## config.mk

```make
export PLATFORM = sky130hd
export DESIGN_NAME = postfix_expression_evaluator
export DESIGN_NICKNAME = d
export VERILOG_FILES = /design/src/rtl/pev_pkg.sv /design/src/rtl/pev_md.sv /design/src/rtl/pev_dp.sv /design/src/rtl/pev_ctrl.sv /design/src/rtl/postfix_expression_evaluator.sv
export VERILOG_INCLUDE_DIRS = /design/src /design/src/rtl
export SDC_FILE = /design/constraint.sdc
export NUM_CORES = 1
export LEC_CHECK = 0
export BUFFER_PORTS_ARGS = -buffer_cell sky130_fd_sc_hd__buf_2
export CAP_MARGIN = 10
export CORE_MARGIN = 5
export CORE_UTILIZATION = 45
export CTS_BUF_LIST = sky130_fd_sc_hd__clkbuf_8
export DETAILED_ROUTE_END_ITERATION = 10
export PLACE_DENSITY = 0.57
export SLEW_MARGIN = 40
export SYNTH_ARGS = -nofsm -noshare
export SYNTH_HDL_FRONTEND = slang
export SYNTH_HIERARCHICAL = 1
export SYNTH_SLANG_ARGS = --single-unit
```

## constraint.sdc

```tcl
create_clock -name clk_i -period 17.27 [get_ports clk_i]
set_input_delay 3.454 -clock clk_i [delete_from_list [all_inputs] [get_ports clk_i]]
set_output_delay 3.454 -clock clk_i [all_outputs]
set_load 0.02 [all_outputs]
```

## src/rtl/postfix_expression_evaluator_defines.svh

```systemverilog
// Assertion macros for the postfix expression evaluator.
`ifndef POSTFIX_EXPRESSION_EVALUATOR_DEFINES_SVH
`define POSTFIX_EXPRESSION_EVALUATOR_DEFINES_SVH
`ifndef SYNTHESIS
`define PEV_ASSERT_SAME(lbl, clk, rst_n, ante, cons) \
  lbl: assert property (@(posedge clk) disable iff (!rst_n) (ante) |-> (cons)) \
    else $error("pev assertion failed");
`define PEV_ASSERT_NEXT(lbl, clk, rst_n, ante, cons) \
  lbl: assert property (@(posedge clk) disable iff (!rst_n) (ante) |=> (cons)) \
    else $error("pev assertion failed");
`else
`define PEV_ASSERT_SAME(lbl, clk, rst_n, ante, cons)
`define PEV_ASSERT_NEXT(lbl, clk, rst_n, ante, cons)
`endif
`endif

```

## src/rtl/pev_pkg.sv

```systemverilog
// Shared constants, types and command/status structs of the postfix evaluator.
package pev_pkg;

  localparam int unsigned STACK_DEPTH = 16;
  localparam int unsigned DATA_WIDTH  = 32;
  localparam int unsigned VALUE_W     = 32;
  localparam int unsigned SYM_W       = 8;
  localparam int unsigned IDX_W       = $clog2(STACK_DEPTH);
  localparam int unsigned CNT_W       = $clog2(STACK_DEPTH + 1);
  localparam int unsigned MD_CNT_W    = $clog2(DATA_WIDTH + 1);

  typedef logic [DATA_WIDTH-1:0]     data_t;
  typedef logic signed [VALUE_W-1:0] value_t;
  typedef logic [SYM_W-1:0]          sym_t;

  localparam sym_t CH_PLUS  = 8'h2B;
  localparam sym_t CH_MINUS = 8'h2D;
  localparam sym_t CH_STAR  = 8'h2A;
  localparam sym_t CH_SLASH = 8'h2F;
  localparam sym_t CH_0     = 8'h30;
  localparam sym_t CH_9     = 8'h39;

  typedef enum logic [1:0] {
    ERR_NONE  = 2'd0,
    ERR_UNDER = 2'd1,
    ERR_OVER  = 2'd2,
    ERR_DIVZ  = 2'd3
  } err_e;

  typedef struct packed {
    logic load;
    logic pop;
    logic cap_r;
    logic cap_l;
    logic md_start;
    logic push;
    logic emit;
  } cmd_t;

  typedef struct packed {
    logic is_op;
    logic is_md;
    logic is_digit;
    logic last;
    logic md_done;
    logic out_busy;
  } sts_t;

endpackage

```

## src/rtl/pev_md.sv

```systemverilog
// Iterative multiply and divide unit, one result bit per cycle.
module pev_md (
  input  logic                        clk_i,
  input  logic                        rst_ni,
  input  logic                        start_i,
  input  logic                        div_i,
  input  pev_pkg::data_t              a_i,
  input  pev_pkg::data_t              b_i,
  output logic                        done_o,
  output logic                        divz_o,
  output pev_pkg::data_t              result_o
);

  localparam int unsigned W = pev_pkg::DATA_WIDTH;

  logic                          run_q;
  logic [pev_pkg::MD_CNT_W-1:0]  cnt_q;
  pev_pkg::data_t                acc_q, x_q, y_q;
  logic                          div_q, neg_q, divz_q;

  logic           na, nb;
  pev_pkg::data_t ma, mb;
  logic [W:0]     rem_sh, diff;

  always_comb begin
    na     = a_i[W-1];
    nb     = b_i[W-1];
    ma     = na ? (pev_pkg::data_t'(0) - a_i) : a_i;
    mb     = nb ? (pev_pkg::data_t'(0) - b_i) : b_i;
    rem_sh = {acc_q, x_q[W-1]};
    diff   = rem_sh - {1'b0, y_q};
  end

  always_ff @(posedge clk_i or negedge rst_ni) begin
    if (!rst_ni) begin
      run_q <= 1'b0;
      cnt_q <= '0;
    end else if (start_i) begin
      run_q <= 1'b1;
      cnt_q <= pev_pkg::MD_CNT_W'(W);
    end else if (run_q) begin
      if (cnt_q == '0) begin
        run_q <= 1'b0;
      end else begin
        cnt_q <= cnt_q - pev_pkg::MD_CNT_W'(1);
      end
    end
  end

  always_ff @(posedge clk_i) begin
    if (start_i) begin
      div_q <= div_i;
      acc_q <= '0;
      if (div_i) begin
        x_q    <= ma;
        y_q    <= mb;
        neg_q  <= na ^ nb;
        divz_q <= (mb == '0);
      end else begin
        x_q    <= a_i;
        y_q    <= b_i;
        neg_q  <= 1'b0;
        divz_q <= 1'b0;
      end
    end else if (run_q && (cnt_q != '0)) begin
      if (div_q) begin
        if (!diff[W]) begin
          acc_q <= diff[W-1:0];
          x_q   <= {x_q[W-2:0], 1'b1};
        end else begin
          acc_q <= rem_sh[W-1:0];
          x_q   <= {x_q[W-2:0], 1'b0};
        end
      end else begin
        if (y_q[0]) begin
          acc_q <= acc_q + x_q;
        end
        x_q <= {x_q[W-2:0], 1'b0};
        y_q <= {1'b0, y_q[W-1:1]};
      end
    end
  end

  always_comb begin
    done_o = run_q && (cnt_q == '0);
    divz_o = done_o && div_q && divz_q;
    if (!div_q) begin
      result_o = acc_q;
    end else if (divz_q) begin
      result_o = '0;
    end else if (neg_q) begin
      result_o = pev_pkg::data_t'(0) - x_q;
    end else begin
      result_o = x_q;
    end
  end

endmodule

```

## src/rtl/pev_dp.sv

```systemverilog
// Datapath: stack memory, operand registers, add/sub, mul/div unit, error flag, result register.
module pev_dp (
  input  logic                  clk_i,
  input  logic                  rst_ni,
  input  pev_pkg::sym_t         symbol_i,
  input  logic                  last_i,
  input  pev_pkg::cmd_t         cmd_i,
  output pev_pkg::sts_t         sts_o,
  input  logic                  out_ready_i,
  output logic                  out_valid_o,
  output pev_pkg::value_t       value_o,
  output logic [1:0]            status_o
);

  pev_pkg::data_t              mem [pev_pkg::STACK_DEPTH];

  pev_pkg::sym_t               sym_q;
  logic                        last_q;
  logic [pev_pkg::CNT_W-1:0]   cnt_q, cnt_d;
  pev_pkg::err_e               err_q, err_d;
  pev_pkg::data_t              rdata_q, right_q, left_q;
  logic                        empty_q;
  pev_pkg::value_t             out_value_q;
  pev_pkg::err_e               out_status_q;
  logic                        out_valid_q, out_valid_d;

  logic                        is_add, is_sub, is_mul, is_div, is_digit, full;
  logic [pev_pkg::CNT_W-1:0]   cnt_dec;
  logic [pev_pkg::IDX_W-1:0]   rd_idx, wr_idx;
  pev_pkg::data_t              opnd, push_val, md_res;
  logic                        md_done, md_divz;

  pev_md u_md (
    .clk_i    (clk_i),
    .rst_ni   (rst_ni),
    .start_i  (cmd_i.md_start),
    .div_i    (is_div),
    .a_i      (left_q),
    .b_i      (right_q),
    .done_o   (md_done),
    .divz_o   (md_divz),
    .result_o (md_res)
  );

  always_comb begin
    is_add   = (sym_q == pev_pkg::CH_PLUS);
    is_sub   = (sym_q == pev_pkg::CH_MINUS);
    is_mul   = (sym_q == pev_pkg::CH_STAR);
    is_div   = (sym_q == pev_pkg::CH_SLASH);
    is_digit = (sym_q >= pev_pkg::CH_0) && (sym_q <= pev_pkg::CH_9);
    full     = (cnt_q == pev_pkg::CNT_W'(pev_pkg::STACK_DEPTH));
    cnt_dec  = cnt_q - pev_pkg::CNT_W'(1);
    rd_idx   = cnt_dec[pev_pkg::IDX_W-1:0];
    wr_idx   = cnt_q[pev_pkg::IDX_W-1:0];
    opnd     = empty_q ? '0 : rdata_q;

    priority if (is_digit) begin
      push_val = pev_pkg::data_t'(4'(sym_q - pev_pkg::CH_0));
    end else if (is_add) begin
      push_val = left_q + right_q;
    end else if (is_sub) begin
      push_val = left_q - right_q;
    end else begin
      push_val = md_res;
    end
  end

  always_comb begin
    cnt_d = cnt_q;
    err_d = err_q;
    if (cmd_i.pop) begin
      if (cnt_q == '0) begin
        if (err_d == pev_pkg::ERR_NONE) err_d = pev_pkg::ERR_UNDER;
      end else begin
        cnt_d = cnt_dec;
      end
    end
    if (md_divz) begin
      if (err_d == pev_pkg::ERR_NONE) err_d = pev_pkg::ERR_DIVZ;
    end
    if (cmd_i.push) begin
      if (full) begin
        if (err_d == pev_pkg::ERR_NONE) err_d = pev_pkg::ERR_OVER;
      end else begin
        cnt_d = cnt_q + pev_pkg::CNT_W'(1);
      end
    end
    if (cmd_i.emit) begin
      cnt_d = '0;
      err_d = pev_pkg::ERR_NONE;
    end
    if (cmd_i.emit) begin
      out_valid_d = 1'b1;
    end else if (out_ready_i) begin
      out_valid_d = 1'b0;
    end else begin
      out_valid_d = out_valid_q;
    end
  end

  always_ff @(posedge clk_i or negedge rst_ni) begin
    if (!rst_ni) begin
      cnt_q       <= '0;
      err_q       <= pev_pkg::ERR_NONE;
      out_valid_q <= 1'b0;
    end else begin
      cnt_q       <= cnt_d;
      err_q       <= err_d;
      out_valid_q <= out_valid_d;
    end
  end

  always_ff @(posedge clk_i) begin
    if (cmd_i.push && !full) begin
      mem[wr_idx] <= push_val;
    end
    rdata_q <= mem[rd_idx];
    empty_q <= (cnt_q == '0);
  end

  always_ff @(posedge clk_i) begin
    if (cmd_i.load) begin
      sym_q  <= symbol_i;
      last_q <= last_i;
    end
    if (cmd_i.cap_r) right_q <= opnd;
    if (cmd_i.cap_l) left_q  <= opnd;
    if (cmd_i.emit) begin
      out_value_q  <= pev_pkg::value_t'($signed(opnd));
      out_status_q <= err_q;
    end
  end

  always_comb begin
    sts_o.is_op    = is_add || is_sub || is_mul || is_div;
    sts_o.is_md    = is_mul || is_div;
    sts_o.is_digit = is_digit;
    sts_o.last     = last_q;
    sts_o.md_done  = md_done;
    sts_o.out_busy = out_valid_q && !out_ready_i;
  end

  assign out_valid_o = out_valid_q;
  assign value_o     = out_value_q;
  assign status_o    = 2'(out_status_q);

endmodule

```

## src/rtl/pev_ctrl.sv

```systemverilog
// Controller state machine sequencing decode, pops, arithmetic, push and result.
module pev_ctrl (
  input  logic          clk_i,
  input  logic          rst_ni,
  input  logic          in_valid_i,
  output logic          in_ready_o,
  input  pev_pkg::sts_t sts_i,
  output pev_pkg::cmd_t cmd_o
);

  typedef enum logic [9:0] {
    S_IDLE    = 10'b00_0000_0001,
    S_DECODE  = 10'b00_0000_0010,
    S_POP_R   = 10'b00_0000_0100,
    S_POP_L   = 10'b00_0000_1000,
    S_CAP_L   = 10'b00_0001_0000,
    S_EXEC    = 10'b00_0010_0000,
    S_MD_WAIT = 10'b00_0100_0000,
    S_PUSH    = 10'b00_1000_0000,
    S_RD_TOP  = 10'b01_0000_0000,
    S_EMIT    = 10'b10_0000_0000
  } state_e;

  state_e state_q, state_d;

  always_comb begin
    cmd_o      = '0;
    state_d    = state_q;
    in_ready_o = 1'b0;
    unique case (state_q)
      S_IDLE: begin
        in_ready_o = 1'b1;
        if (in_valid_i) begin
          cmd_o.load = 1'b1;
          state_d    = S_DECODE;
        end
      end
      S_DECODE: begin
        priority if (sts_i.is_op) begin
          state_d = S_POP_R;
        end else if (sts_i.is_digit) begin
          state_d = S_PUSH;
        end else if (sts_i.last) begin
          state_d = S_RD_TOP;
        end else begin
          state_d = S_IDLE;
        end
      end
      S_POP_R: begin
        cmd_o.pop = 1'b1;
        state_d   = S_POP_L;
      end
      S_POP_L: begin
        cmd_o.pop   = 1'b1;
        cmd_o.cap_r = 1'b1;
        state_d     = S_CAP_L;
      end
      S_CAP_L: begin
        cmd_o.cap_l = 1'b1;
        state_d     = sts_i.is_md ? S_EXEC : S_PUSH;
      end
      S_EXEC: begin
        cmd_o.md_start = 1'b1;
        state_d        = S_MD_WAIT;
      end
      S_MD_WAIT: begin
        if (sts_i.md_done) state_d = S_PUSH;
      end
      S_PUSH: begin
        cmd_o.push = 1'b1;
        state_d    = sts_i.last ? S_RD_TOP : S_IDLE;
      end
      S_RD_TOP: begin
        state_d = S_EMIT;
      end
      S_EMIT: begin
        if (!sts_i.out_busy) begin
          cmd_o.emit = 1'b1;
          state_d    = S_IDLE;
        end
      end
      default: begin
        state_d = S_IDLE;
      end
    endcase
  end

  always_ff @(posedge clk_i or negedge rst_ni) begin
    if (!rst_ni) begin
      state_q <= S_IDLE;
    end else begin
      state_q <= state_d;
    end
  end

endmodule

```

## src/rtl/postfix_expression_evaluator.sv

```systemverilog
// Top level of the postfix expression evaluator: controller, datapath, assertions.
// One word at a time: ignored character IDLE, DECODE; digit adds PUSH; + or - POP_R, POP_L,
// CAP_L, PUSH; * or / adds EXEC, MD_WAIT, where the shift-add / restoring unit retires one bit
// per cycle. A word with last set adds RD_TOP, EMIT; the result word is registered and the next
// word is accepted while it waits; stalls only if a second result meets a full slot.
// Reset clears the state machine, stack count and error flag; stack memory is not cleared.
`include "postfix_expression_evaluator_defines.svh"

module postfix_expression_evaluator (
  input  logic                  clk_i,
  input  logic                  rst_ni,
  input  logic                  in_valid_i,
  output logic                  in_ready_o,
  input  logic [7:0]            symbol_i,
  input  logic                  last_i,
  output logic                  out_valid_o,
  input  logic                  out_ready_i,
  output logic signed [31:0]    value_o,
  output logic [1:0]            status_o
);

  pev_pkg::cmd_t cmd;
  pev_pkg::sts_t sts;

  pev_ctrl u_ctrl (
    .clk_i      (clk_i),
    .rst_ni     (rst_ni),
    .in_valid_i (in_valid_i),
    .in_ready_o (in_ready_o),
    .sts_i      (sts),
    .cmd_o      (cmd)
  );

  pev_dp u_dp (
    .clk_i       (clk_i),
    .rst_ni      (rst_ni),
    .symbol_i    (symbol_i),
    .last_i      (last_i),
    .cmd_i       (cmd),
    .sts_o       (sts),
    .out_ready_i (out_ready_i),
    .out_valid_o (out_valid_o),
    .value_o     (value_o),
    .status_o    (status_o)
  );

  `PEV_ASSERT_NEXT(a_accept_busy, clk_i, rst_ni, in_valid_i && in_ready_o, !in_ready_o)
  `PEV_ASSERT_SAME(a_emit_free, clk_i, rst_ni, cmd.emit, !(out_valid_o && !out_ready_i))
  `PEV_ASSERT_SAME(a_out_from_emit, clk_i, rst_ni, $rose(out_valid_o), $past(cmd.emit))

endmodule

```

==> reports/qor.yml, run 1 <==
status:
  status: "complete, no violations"
sta:
  timing.setup.tns_ns: 0
  period_minus_slack_ns: 5.721
  rsz0062_at_grt: "no"
  finalHoldViolations: 0
  timing.final.crit_share: 0.3312
  report.final.setup_viol: 0
  timing_worst_slew_pin_value_ns: 0.8433
  timing_max_transition_violations_final: 0
  setup_skew_ns: 0.03686
  timing.max_slew.rel_slack: 0.4326
  timing.hold.ws_ns: 0.4963
  top_achievable_clock_speed_mhz: 174.8
critical_path:
  timing.rr.end: "u_dp/mem[13][31]"
  crit_path_max_incr_delay_ns: 0.48
  crit_buf_inv: 2
  regToRegStartpoint: "u_dp/u_md/x_q[21]"
  crit_path_top_delay_cell: "sky130_fd_sc_hd__dfrtp_1"
  worst_ep_required_time_ns: 13.82
  cp_cell_sequence: "nor4_4 > nand4b_1 > inv_1 > buf_2"
  crit_path_max_fanout: 9
  crit_path_end_kind: "output pin"
  cell_class_contributing_the_biggest_share_of_worst_path_delay: "simple AND/OR/NAND/NOR gates"
  crit_arrival_ns: 2.27
  cp-start-kind: "register"
  path_class: "register to output pin"
  worstRegToRegCells: 12
  ff2ff_setup_slack_ns: 12.44
clocking:
  cts_buffer_depth: 3
  cts-hold-fix-buffers: 0
  clk_pin_slew_ns: 0.06
  htreeDepth: 4
  number_of_post_cts_setup_repair_buffers: 0
  clock_sink_count: 776
  cts_tree: "built"
  cts_repair_resized_insts: 0
  clk-insertion-delay-late_ns: 0.79
  cts.root.buffer_cell: "sky130_fd_sc_hd__clkbuf_8"
  numCtsBuffers: 131
floorplanning:
  fp.coreArea_sq_um: 88240
  start_util: 0.4527
  fp.dieArea_sq_um: 94830
  boundaryPins: 49
  die_h_um: 307.9
  chipWidth_um: 307.9
  placementRows: 109
job:
  cap_violations: 0
global_routing:
  initial_antenna_violation_count: 2
  vias_in_the_first_global_route: 27020
  grt_start_max_net_pins: 95
  grt_first_pass_wirelength_um: 168300
  grt.overflow.total: 0
  grt_usage: 0.2335
yosys:
  synth-seq-area-share: 0.5640
  asyncSetResetFlopFracSynth: 0.03222
  synth_flop_cell: "sky130_fd_sc_hd__edfxtp_1"
  syn-cell-area_sq_um: 39950
  netlist-cell-type-count: 104
  syn_avg_cell_area_sq_um: 12.67
  ys_warn_count: 6
  postSynthRegisterBits: 776
  synth_enable_flop_cells: 686
  synthesis.instances: 3152
  syn-num-nets: 3304
pwr:
  total_power_consumption_uw: 4841
  static-leakage-power_uw: 0.01574
  irDropWorstVdd_mv: 0.08656
  power_density_nw_per_um2: 109.0
finish:
  mostFrequentLayoutCells: "sky130_fd_sc_hd__edfxtp_1, sky130_fd_sc_hd__a21oi_1, sky130_fd_sc_hd__nor2_1, sky130_fd_sc_hd__inv_1, sky130_fd_sc_hd__nand2_1"
  syn2layout_area_growth_pct: 11.15
  final_util: 0.5032
  post_layout_nonfiller_instances: 4509
  nNetsFinal: 3389
  final_common_cell: "sky130_fd_sc_hd__edfxtp_1"
  share_of_post_route_cells_with_drive_strength_above_1: 0.1676
hold_path:
  hold_start: "u_dp/err_q[0]"
  hold_path_depth: 0
  whs_endpoint: "u_dp/status_o[0]"
  timing.hold.worst.class: "register to register"
drt:
  dr_total_vias: 26990
  wl_um: 112400
  detail-route-antenna-nets: 0
  route.detailed.drc: 0
  first_iter_violations: 2061
  drt_pass1_iterations: 5
  route.detailed.vias_per_inst: 5.986
  route.detailed.wl_per_inst_um: 24.93
place:
  gp_routability_congestion: 0.9716
  dpl.cell_count: 4267
  buffer_ports.inserted: 48
  dpl.hpwl_um: 74780
-- worst max-delay path by stage --
stage / startpoint / end / slack, ns / cells past startpoint
final: u_ctrl/state_q[5] / in_ready_o / 11.55 / 4
after global routing: u_ctrl/state_q[5] / in_ready_o / 11.40 / 4
after floorplan: out_ready_i / u_dp/status_o[0] / 9.12 / 2
after CTS: u_ctrl/state_q[5] / in_ready_o / 11.48 / 4
after detailed placement: u_ctrl/state_q[5] / in_ready_o / 12.37 / 4
after global placement: u_dp/u_md/x_q[21] / u_dp/mem[4][31] / 11.32 / 11
-- sequential cells by signal, indices dropped and copies added, names as in the netlist, 2 cells and up --
name             cells
u_dp/status_o        2
u_dp/mem           512
u_dp/u_md/acc_q     32
u_dp/right_q        32
u_dp/left_q         32
u_ctrl/state_q      10
u_dp/u_md/y_q       32
u_dp/rdata_q        32
u_dp/u_md/x_q       32
u_dp/err_q           2
u_dp/sym_q           8
u_dp/cnt_q           5
u_dp/value_o        32
u_dp/u_md/cnt_q      6
-- logic make-up (layout without fill, tap and decap cells) --
logic type,count (synthesis),count (layout),synth area share
xor gates and xnor gates,172,172,0.03771
AOI/OAI and AO/OA,817,817,0.1333
buffers and inverters,323,513,0.03189
other,0,2,0
adders and majority gates,139,139,0.04429
muxes,191,191,0.09807
DFF,776,776,0.5640
and+or+nand+nor,734,734,0.09074
-- per-layer routing --
| layer | vias to the layer above | track usage | routed length [um] |
|---|---|---|---|
| met5 | - | 0 | 0 |
| met4 | 0 | 0.07984 | 3365 |
| met3 | 205 | 0.02911 | 5335 |
| met2 | 900 | 0.3906 | 54920 |
| met1 | 13580 | 0.3189 | 48770 |
| li1 | 12300 | - | - |
-- Yosys cell counts, types with 12 or more instances --
cell type / instances / area share
sky130_fd_sc_hd__inv_1: 158 / 0.015
sky130_fd_sc_hd__o221ai_1: 18 / 0.0039
sky130_fd_sc_hd__o31ai_1: 36 / 0.0068
sky130_fd_sc_hd__mux4_2: 160 / 0.090
sky130_fd_sc_hd__nand2_1: 184 / 0.017
sky130_fd_sc_hd__or4_1: 12 / 0.0023
sky130_fd_sc_hd__dfrtp_1: 24 / 0.015
sky130_fd_sc_hd__dfxtp_1: 65 / 0.033
sky130_fd_sc_hd__mux2i_1: 28 / 0.0070
sky130_fd_sc_hd__clkbuf_1: 126 / 0.012
sky130_fd_sc_hd__nor2b_1: 52 / 0.0081
sky130_fd_sc_hd__nand3_1: 25 / 0.0031
sky130_fd_sc_hd__a211oi_1: 43 / 0.0081
sky130_fd_sc_hd__and2_1: 13 / 0.0020
sky130_fd_sc_hd__or3_1: 18 / 0.0028
sky130_fd_sc_hd__o41ai_1: 15 / 0.0033
sky130_fd_sc_hd__o22ai_1: 33 / 0.0052
sky130_fd_sc_hd__nand4_1: 22 / 0.0034
sky130_fd_sc_hd__nor2_1: 240 / 0.023
sky130_fd_sc_hd__and3_1: 19 / 0.0030
sky130_fd_sc_hd__a21oi_1: 253 / 0.032
sky130_fd_sc_hd__nor4_1: 16 / 0.0025
sky130_fd_sc_hd__nand2b_1: 29 / 0.0045
sky130_fd_sc_hd__xor2_1: 91 / 0.020
sky130_fd_sc_hd__o211ai_1: 23 / 0.0043
sky130_fd_sc_hd__a21o_1: 38 / 0.0071
sky130_fd_sc_hd__nor3_1: 45 / 0.0056
sky130_fd_sc_hd__buf_1: 17 / 0.0016
sky130_fd_sc_hd__ha_1: 135 / 0.042
sky130_fd_sc_hd__o21bai_1: 22 / 0.0041
sky130_fd_sc_hd__xnor2_1: 81 / 0.018
sky130_fd_sc_hd__o21ai_0: 169 / 0.021
sky130_fd_sc_hd__a31oi_1: 25 / 0.0039
sky130_fd_sc_hd__or2_2: 15 / 0.0023
sky130_fd_sc_hd__o21a_1: 16 / 0.0030
sky130_fd_sc_hd__edfxtp_1: 686 / 0.52
-- where the power goes --
| group | internal, uW | total (uW) | switching, uW |
|---|---|---|---|
| registers | 2130 | 2190 | 54.1 |
| clock network | 854 | 1590 | 738 |
| logic | 553 | 1060 | 508 |
| total | 3540 | 4840 | 1300 |
-- cell type report --
cell class	count	area, sq um
antenna	2	5.005
clock buffer	146	2009
inverter	160	600.6
tap	1165	1458
multi-input combinational	2053	16420
sequential	776	22530
fill	7581	43840
clock inverter	92	550.5
timing repair buffer	115	825.8
-- per-stage QoR --
step	worst slack [ns]	area [sq um]
floorplan	9.122	39950
global placement	11.32	41610
detailed placement	12.37	41790
CTS	11.48	44350
global route	11.40	44400
finish	11.55	44400
Power figures use the tool's default switching activity.
==> inputs of run 2 (changes only) <==
Settings changed: PLACE_DENSITY 0.57 to 0.59.
Clock period 17.27 ns to 4.82 ns, I/O delays scaled along.
==> reports/qor.yml, run 2 (same netlist as run 1, synthesis figures left out) <==
status:
  status: "complete, no violations"
floorplanning:
  placementRows: 109  # unchanged
  start_util: 0.4527  # unchanged
  fp.dieArea_sq_um: 94830  # unchanged
  die_h_um: 307.9  # unchanged
  fp.coreArea_sq_um: 88240  # unchanged
  chipWidth_um: 307.9  # unchanged
  boundaryPins: 49  # unchanged
clocking:
  cts-hold-fix-buffers: 0  # unchanged
  cts_tree: "built"
  htreeDepth: 3  # -1
  clk-insertion-delay-late_ns: 0.79  # about the same
  cts_buffer_depth: 3  # unchanged
  cts.root.buffer_cell: "sky130_fd_sc_hd__clkbuf_8"
  clock_sink_count: 776  # unchanged
  cts_repair_resized_insts: 0  # unchanged
  number_of_post_cts_setup_repair_buffers: 0  # unchanged
  numCtsBuffers: 121  # -7.6%
  clk_pin_slew_ns: 0.07  # about the same
pwr:
  p_int_uw: 12430  # +250%
  power_density_nw_per_um2: 386.1  # +250%
  pwr-share-comb: 0.224  # +0.005
  power.share.switching: 0.2740  # +0.005458
  irDropWorstVdd_mv: 0.3890  # +350%
  power.share.sequential: 0.455  # +0.003
  p_clk_frac: 0.321  # -0.008
  total_switching_power_uw: 4692  # +260%
  static-leakage-power_uw: 0.01578  # +0.28%
hold_path:
  timing.hold.worst.class: "input port to async pin"
sta:
  timing_max_transition_violations_final: 0  # unchanged
  timing.max_slew.rel_slack: 0.4309  # -0.001772
  setup_skew_ns: 0.04938  # +0.01251 ns
  period_minus_slack_ns: 4.297
  timing.hold.ws_ns: 0.1986  # -0.2977 ns
  finalHoldViolations: 0  # unchanged
  top_achievable_clock_speed_mhz: 232.7
  timing.setup.tns_ns: 0  # unchanged
  timing_worst_slew_pin_value_ns: 0.8517  # +0.008372 ns
  report.final.setup_viol: 0  # unchanged
  timing.final.crit_share: 0.8914
  rsz0062_at_grt: "no"
global_routing:
  vias_in_the_first_global_route: 26990  # -0.096%
  grt_first_pass_wirelength_um: 168300  # about the same
  grt_start_max_net_pins: 158  # +66%
  grt.overflow.total: 0  # unchanged
  grt_usage: 0.2317  # -0.001786
  initial_antenna_violation_count: 1  # -1
critical_path:
  cp-start-kind: "register"
  crit_path_max_fanout: 16  # +7
  worstRegToRegCells: 11  # -1
  worst_ep_required_time_ns: 5.39  # -8.43 ns
  crit_arrival_ns: 4.87  # +2.60 ns
  crit_path_end_kind: "register"
  path_class: "register to register"
place:
  gp_routability_congestion: 0.9384  # -3.4%
  dpl.hpwl_um: 76060  # +1.7%
  buffer_ports.inserted: 48  # unchanged
drt:
  dr_total_vias: 27170  # +0.65%
  drt_pass1_iterations: 8  # +3
  route.detailed.vias_per_inst: 6.004  # +0.30%
  route.detailed.drc: 0  # unchanged
  wl_um: 111800  # -0.51%
  detail-route-antenna-nets: 0  # unchanged
  first_iter_violations: 2672  # +30%
  route.detailed.wl_per_inst_um: 24.71  # -0.86%
finish:
  syn2layout_area_growth_pct: 11.05  # about the same
  final_common_cell: "sky130_fd_sc_hd__edfxtp_1"
  nNetsFinal: 3404  # +0.44%
  share_of_post_route_cells_with_drive_strength_above_1: 0.1676  # about the same
  mostFrequentLayoutCells: "sky130_fd_sc_hd__edfxtp_1, sky130_fd_sc_hd__a21oi_1, sky130_fd_sc_hd__nor2_1, sky130_fd_sc_hd__inv_1, sky130_fd_sc_hd__nand2_1"
  registers.top_by_ff_count: "u_dp/mem"
  largest_reg_flops: 512  # unchanged
job:
  cap_violations: 0  # unchanged
run 2: per-stage QoR:
step           cell area, sq um  total power [uW]  setup slack (ns)    util  instances
2_1_floorplan             39950             10710            0.2594       -       3152
3_3_place_gp              41880             11760            0.2723  0.4746       4293
3_5_place_dp              41920             11820            0.6153  0.4751       4294
4_1_cts                   44340             17360            0.5867  0.5025       4524
5_1_grt                   44360             17930            0.2396  0.5027       4525
6_report                  44360             17130            0.5234  0.5027       4525
run 2: worst max-delay path, cell delays in order (launching register included):
cell,delay (ns)
sky130_fd_sc_hd__edfxtp_1,0.55
sky130_fd_sc_hd__inv_1,0.08
sky130_fd_sc_hd__ha_1,0.44
sky130_fd_sc_hd__or2_2,0.40
sky130_fd_sc_hd__o21ai_0,0.53
sky130_fd_sc_hd__inv_1,0.16
sky130_fd_sc_hd__a31oi_2,0.41
sky130_fd_sc_hd__a31oi_2,0.25
sky130_fd_sc_hd__o41ai_1,0.56
sky130_fd_sc_hd__xor2_1,0.15
sky130_fd_sc_hd__a211oi_2,0.29
sky130_fd_sc_hd__buf_4,0.27
run 2: worst paths after layout:
check	slack, ns	to	start
min in group clk_i	0.35	u_dp/sym_q[4]	symbol_i[4]
max in group asynchronous	4.14	u_dp/cnt_q[0]	rst_ni
worst max register to register	0.52	u_dp/mem[15][29]	u_dp/right_q[9]
worst min register to register	0.48	u_dp/status_o[1]	u_dp/err_q[1]
worst max-delay path	0.52	u_dp/mem[15][29]	u_dp/right_q[9]
worst min-delay path	0.20	u_dp/u_md/cnt_q[5]	rst_ni
run 2: final cells by class:
class,instances,area (sq um)
Multi-Input combinational cell,2053,16370
Timing Repair Buffer,140,968.4
Clock buffer,135,1858
Clock inverter,95,566.8
Sequential cell,776,22530
Tap cell,1165,1458
Antenna cell,1,2.502
Fill cell,7657,43880
Inverter,160,600.6
run 2: metal layers:
metal	GRT usage	wire length [um]	vias up
met5	0	0	-
met4	0.07220	3084	0
met3	0.02877	6257	174
met2	0.3866	54120	912
met1	0.3205	48360	13750
li1	-	-	12330
run 2: power by group through the flow:
stage	sequential, uW	combinational, uW	clock, uW
after floorplan	7830	2870	0
after global placement	7930	3830	0
after detailed placement	7940	3880	0
after CTS	7800	3890	5670
after global routing	7820	4120	5990
final	7800	3830	5500
==> inputs of run 3 (changes only) <==
Settings changed: ABC_AREA from default to 1.
==> reports/qor.yml, run 3 <==
clocking:
  cts.root.buffer_cell: "sky130_fd_sc_hd__clkbuf_8"
  cts_buffer_depth: 3  # unchanged
  number_of_post_cts_setup_repair_buffers: 0  # unchanged
  htreeDepth: 4  # +1
  cts-hold-fix-buffers: 0  # unchanged
  cts_tree: "built"
  clk_pin_slew_ns: 0.06  # about the same
  clk-insertion-delay-late_ns: 0.83  # +0.04 ns
  clock_sink_count: 776  # unchanged
  cts_repair_resized_insts: 0  # unchanged
  numCtsBuffers: 136  # +12%
sta:
  timing_worst_slew_pin_value_ns: 0.8868  # +0.03516 ns
  finalHoldViolations: 0  # unchanged
  period_minus_slack_ns: 3.842  # -0.4543 ns
  timing.final.crit_share: 0.7972  # -0.09425
  rsz0062_at_grt: "no"
  setup_skew_ns: 0.07627  # +0.02689 ns
  report.final.setup_viol: 0  # unchanged
  timing_max_transition_violations_final: 0  # unchanged
  timing.max_slew.rel_slack: 0.4081  # -0.02270
  timing.setup.tns_ns: 0  # unchanged
  top_achievable_clock_speed_mhz: 260.3  # +12%
place:
  postPlaceCellArea_sq_um: 45720  # +9.1%
  buffer_ports.inserted: 48  # unchanged
  dpl.hpwl_um: 96090  # +26%
  dpl.cell_count: 6297  # +47%
  gp_routability_congestion: 0.9859  # +5.1%
finish:
  largest_reg_flops: 512  # unchanged
  final_util: 0.4985  # -0.004226
  share_of_post_route_cells_with_drive_strength_above_1: 0.08922  # -0.07839
  mostFrequentLayoutCells: "sky130_fd_sc_hd__nand2_1, sky130_fd_sc_hd__inv_1, sky130_fd_sc_hd__edfxtp_1, sky130_fd_sc_hd__nor2_1, sky130_fd_sc_hd__o21ai_0"
  post_layout_nonfiller_instances: 6545  # +45%
  final_common_cell: "sky130_fd_sc_hd__nand2_1"
  final_design_area_no_fill_sq_um: 48350  # +9.0%
  registers.top_by_ff_count: "u_dp/mem"
  syn2layout_area_growth_pct: 9.653
  nNetsFinal: 5311  # +56%
drt:
  first_iter_violations: 3317  # +24%
  route.detailed.wl_per_inst_um: 20.97  # -15%
  route.detailed.drc: 0  # unchanged
  dr_total_vias: 35610  # +31%
  drt_pass1_iterations: 6  # -2
  wl_um: 137200  # +23%
  detail-route-antenna-nets: 0  # unchanged
  route.detailed.vias_per_inst: 5.441  # -9.4%
critical_path:
  crit_path_end_kind: "register"
  regToRegStartpoint: "u_dp/sym_q[7]"
  cell_class_contributing_the_biggest_share_of_worst_path_delay: "simple AND/OR/NAND/NOR gates"
  path_class: "register to register"
  crit_path_max_incr_delay_ns: 0.86  # +0.30 ns
  critical-path-top-cell-by-count: "sky130_fd_sc_hd__nor2_2"
  worst_ep_required_time_ns: 5.33  # -0.06 ns
  crit_path_top_delay_cell: "sky130_fd_sc_hd__clkinv_2"
  crit_buf_inv: 2  # -1
  crit_arrival_ns: 4.35  # -0.52 ns
  cp_cell_sequence: "nor2_2 > nand3_1 > inv_2 > nand2_1 > nor2_2 > clkinv_2 > o211ai_1 > nand2_1 > nor2_2"
  cp-start-kind: "register"
  crit_path_max_fanout: 41  # +25
  worstSetupStartpoint: "u_dp/sym_q[7]"
yosys:
  synthesis.instances: 5108  # +62%
  dominant_cell_by_count_in_the_synthesized_netlist: "sky130_fd_sc_hd__nand2_1"
  netlist_top_cells_area: "sky130_fd_sc_hd__edfxtp_1, sky130_fd_sc_hd__nand2_1, sky130_fd_sc_hd__inv_1"
  syn-num-nets: 5260  # +59%
  post_synth_xor_area_fraction: 0.01376  # -0.02395
  syn_avg_cell_area_sq_um: 8.632  # -32%
  synth-seq-area-share: 0.5109  # -0.05306
  post_synth_mux_area_share: 0.02247  # -0.07560
  post_synth_and_or_nand_nor_area_fraction: 0.2159  # +0.1251
  post_synth_fa_ha_maj_area_fraction: 0.04012  # -0.004167
  asyncSetResetFlopFracSynth: 0.03222  # unchanged
  synth_area_leader_cell: "sky130_fd_sc_hd__edfxtp_1"
  postSynthRegisterBits: 776  # unchanged
  netlist_top_cells_count: "sky130_fd_sc_hd__nand2_1, sky130_fd_sc_hd__inv_1, sky130_fd_sc_hd__edfxtp_1, sky130_fd_sc_hd__nor2_1, sky130_fd_sc_hd__o21ai_0"
  syn-cell-area_sq_um: 44090  # +10%
  ys_warn_count: 6  # unchanged
  synth_enable_flop_cells: 686  # unchanged
  synth_flop_cell: "sky130_fd_sc_hd__edfxtp_1"
  combinational_family_with_the_most_area_after_synthesis: "simple AND/OR/NAND/NOR gates"
  synth_top_area_share: 0.4672  # -0.04852
  netlist-cell-type-count: 65  # -38%
  synth-compound-area-share: 0.1120  # -0.02131
pwr:
  power_density_nw_per_um2: 393.9  # +2.0%
  irDropWorstVdd_mv: 0.4750  # +22%
  static-leakage-power_uw: 0.02092  # +33%
global_routing:
  grt_start_max_net_pins: 105  # -34%
  initial_antenna_violation_count: 1  # unchanged
  grt_first_pass_wirelength_um: 206800  # +23%
  grt_usage: 0.2597  # +0.02806
  grt.overflow.total: 0  # unchanged
  vias_in_the_first_global_route: 34450  # +28%
floorplanning:
  boundaryPins: 49  # unchanged
  fp.coreArea_sq_um: 96990  # +9.9%
  fp.dieArea_sq_um: 104300  # +10%
  die_h_um: 323.0  # +4.9%
  start_util: 0.4546  # +0.001915
  placementRows: 114  # +4.6%
  chipWidth_um: 323.0  # +4.9%
job:
  cap_violations: 0  # unchanged
status:
  status: "complete, no violations"
hold_path:
  timing.hold.worst.class: "input port to async pin"
==> run 3: cell count changes after synthesis, moves of 71 or more <==
| cell | previous run | this run |
|---|---|---|
| sky130_fd_sc_hd__nand2_1 | 184 | 1137 |
| sky130_fd_sc_hd__inv_1 | 158 | 690 |
| sky130_fd_sc_hd__nor2_1 | 240 | 616 |
| sky130_fd_sc_hd__nand3_1 | 25 | 310 |
| sky130_fd_sc_hd__o21ai_0 | 169 | 369 |
| sky130_fd_sc_hd__mux4_2 | 160 | 0 |
| sky130_fd_sc_hd__mux2i_1 | 28 | 99 |
==> run 3: power by group <==
group	switching (uW)	internal, uW
Clock	2780	3020
Combinational	3770	1650
Sequential	110	7710
==> run 3: through the flow <==
step	power, uW	hold slack, ns	setup slack (ns)
6_report	19050	0.1849	0.9776
4_1_cts	19210	0.1371	1.099
5_1_grt	20060	0.1885	0.9120
2_1_floorplan	11660	0.4249	0.7166
3_5_place_dp	13380	0.4349	1.112
3_3_place_gp	13310	0.4302	1.124
==> run 3: kinds of logic after synthesis <==
| kind of cell | count (synthesis) |
|---|---|
| compound gates | 855 |
| xor+xnor | 65 |
| fa+ha+maj | 139 |
| buf+inv | 913 |
| flops | 776 |
| mux | 99 |
| simple gates | 2261 |
==> run 3: path summary, 6_finish.rpt <==
path	endpoint	slack, ns	cells past startpoint
worst min-delay path	u_ctrl/state_q[5]	0.18	1
min in group clk_i	u_dp/sym_q[2]	0.34	1
max in group asynchronous	u_dp/cnt_q[0]	4.14	1
worst max-delay path	u_dp/mem[14][8]	0.98	9
worst min register to register	u_dp/status_o[1]	0.46	0
worst max register to register	u_dp/mem[14][8]	0.98	9
==> run 3: metal layers <==
layer	global-route usage	routed length, um
met2	0.4408	66050
met3	0.03485	7122
met5	0	0
met4	0.1139	6141
met1	0.3350	57930
==> run 3: layout make-up <==
class	instances	area, sq um
Clock inverter	93	505.5
Antenna cell	1	2.502
Fill cell	9281	48640
Multi-Input combinational cell	3419	18030
Tap cell	1276	1597
Clock buffer	154	2120
Sequential cell	776	22530
Inverter	713	2695
Timing Repair Buffer	113	873.3
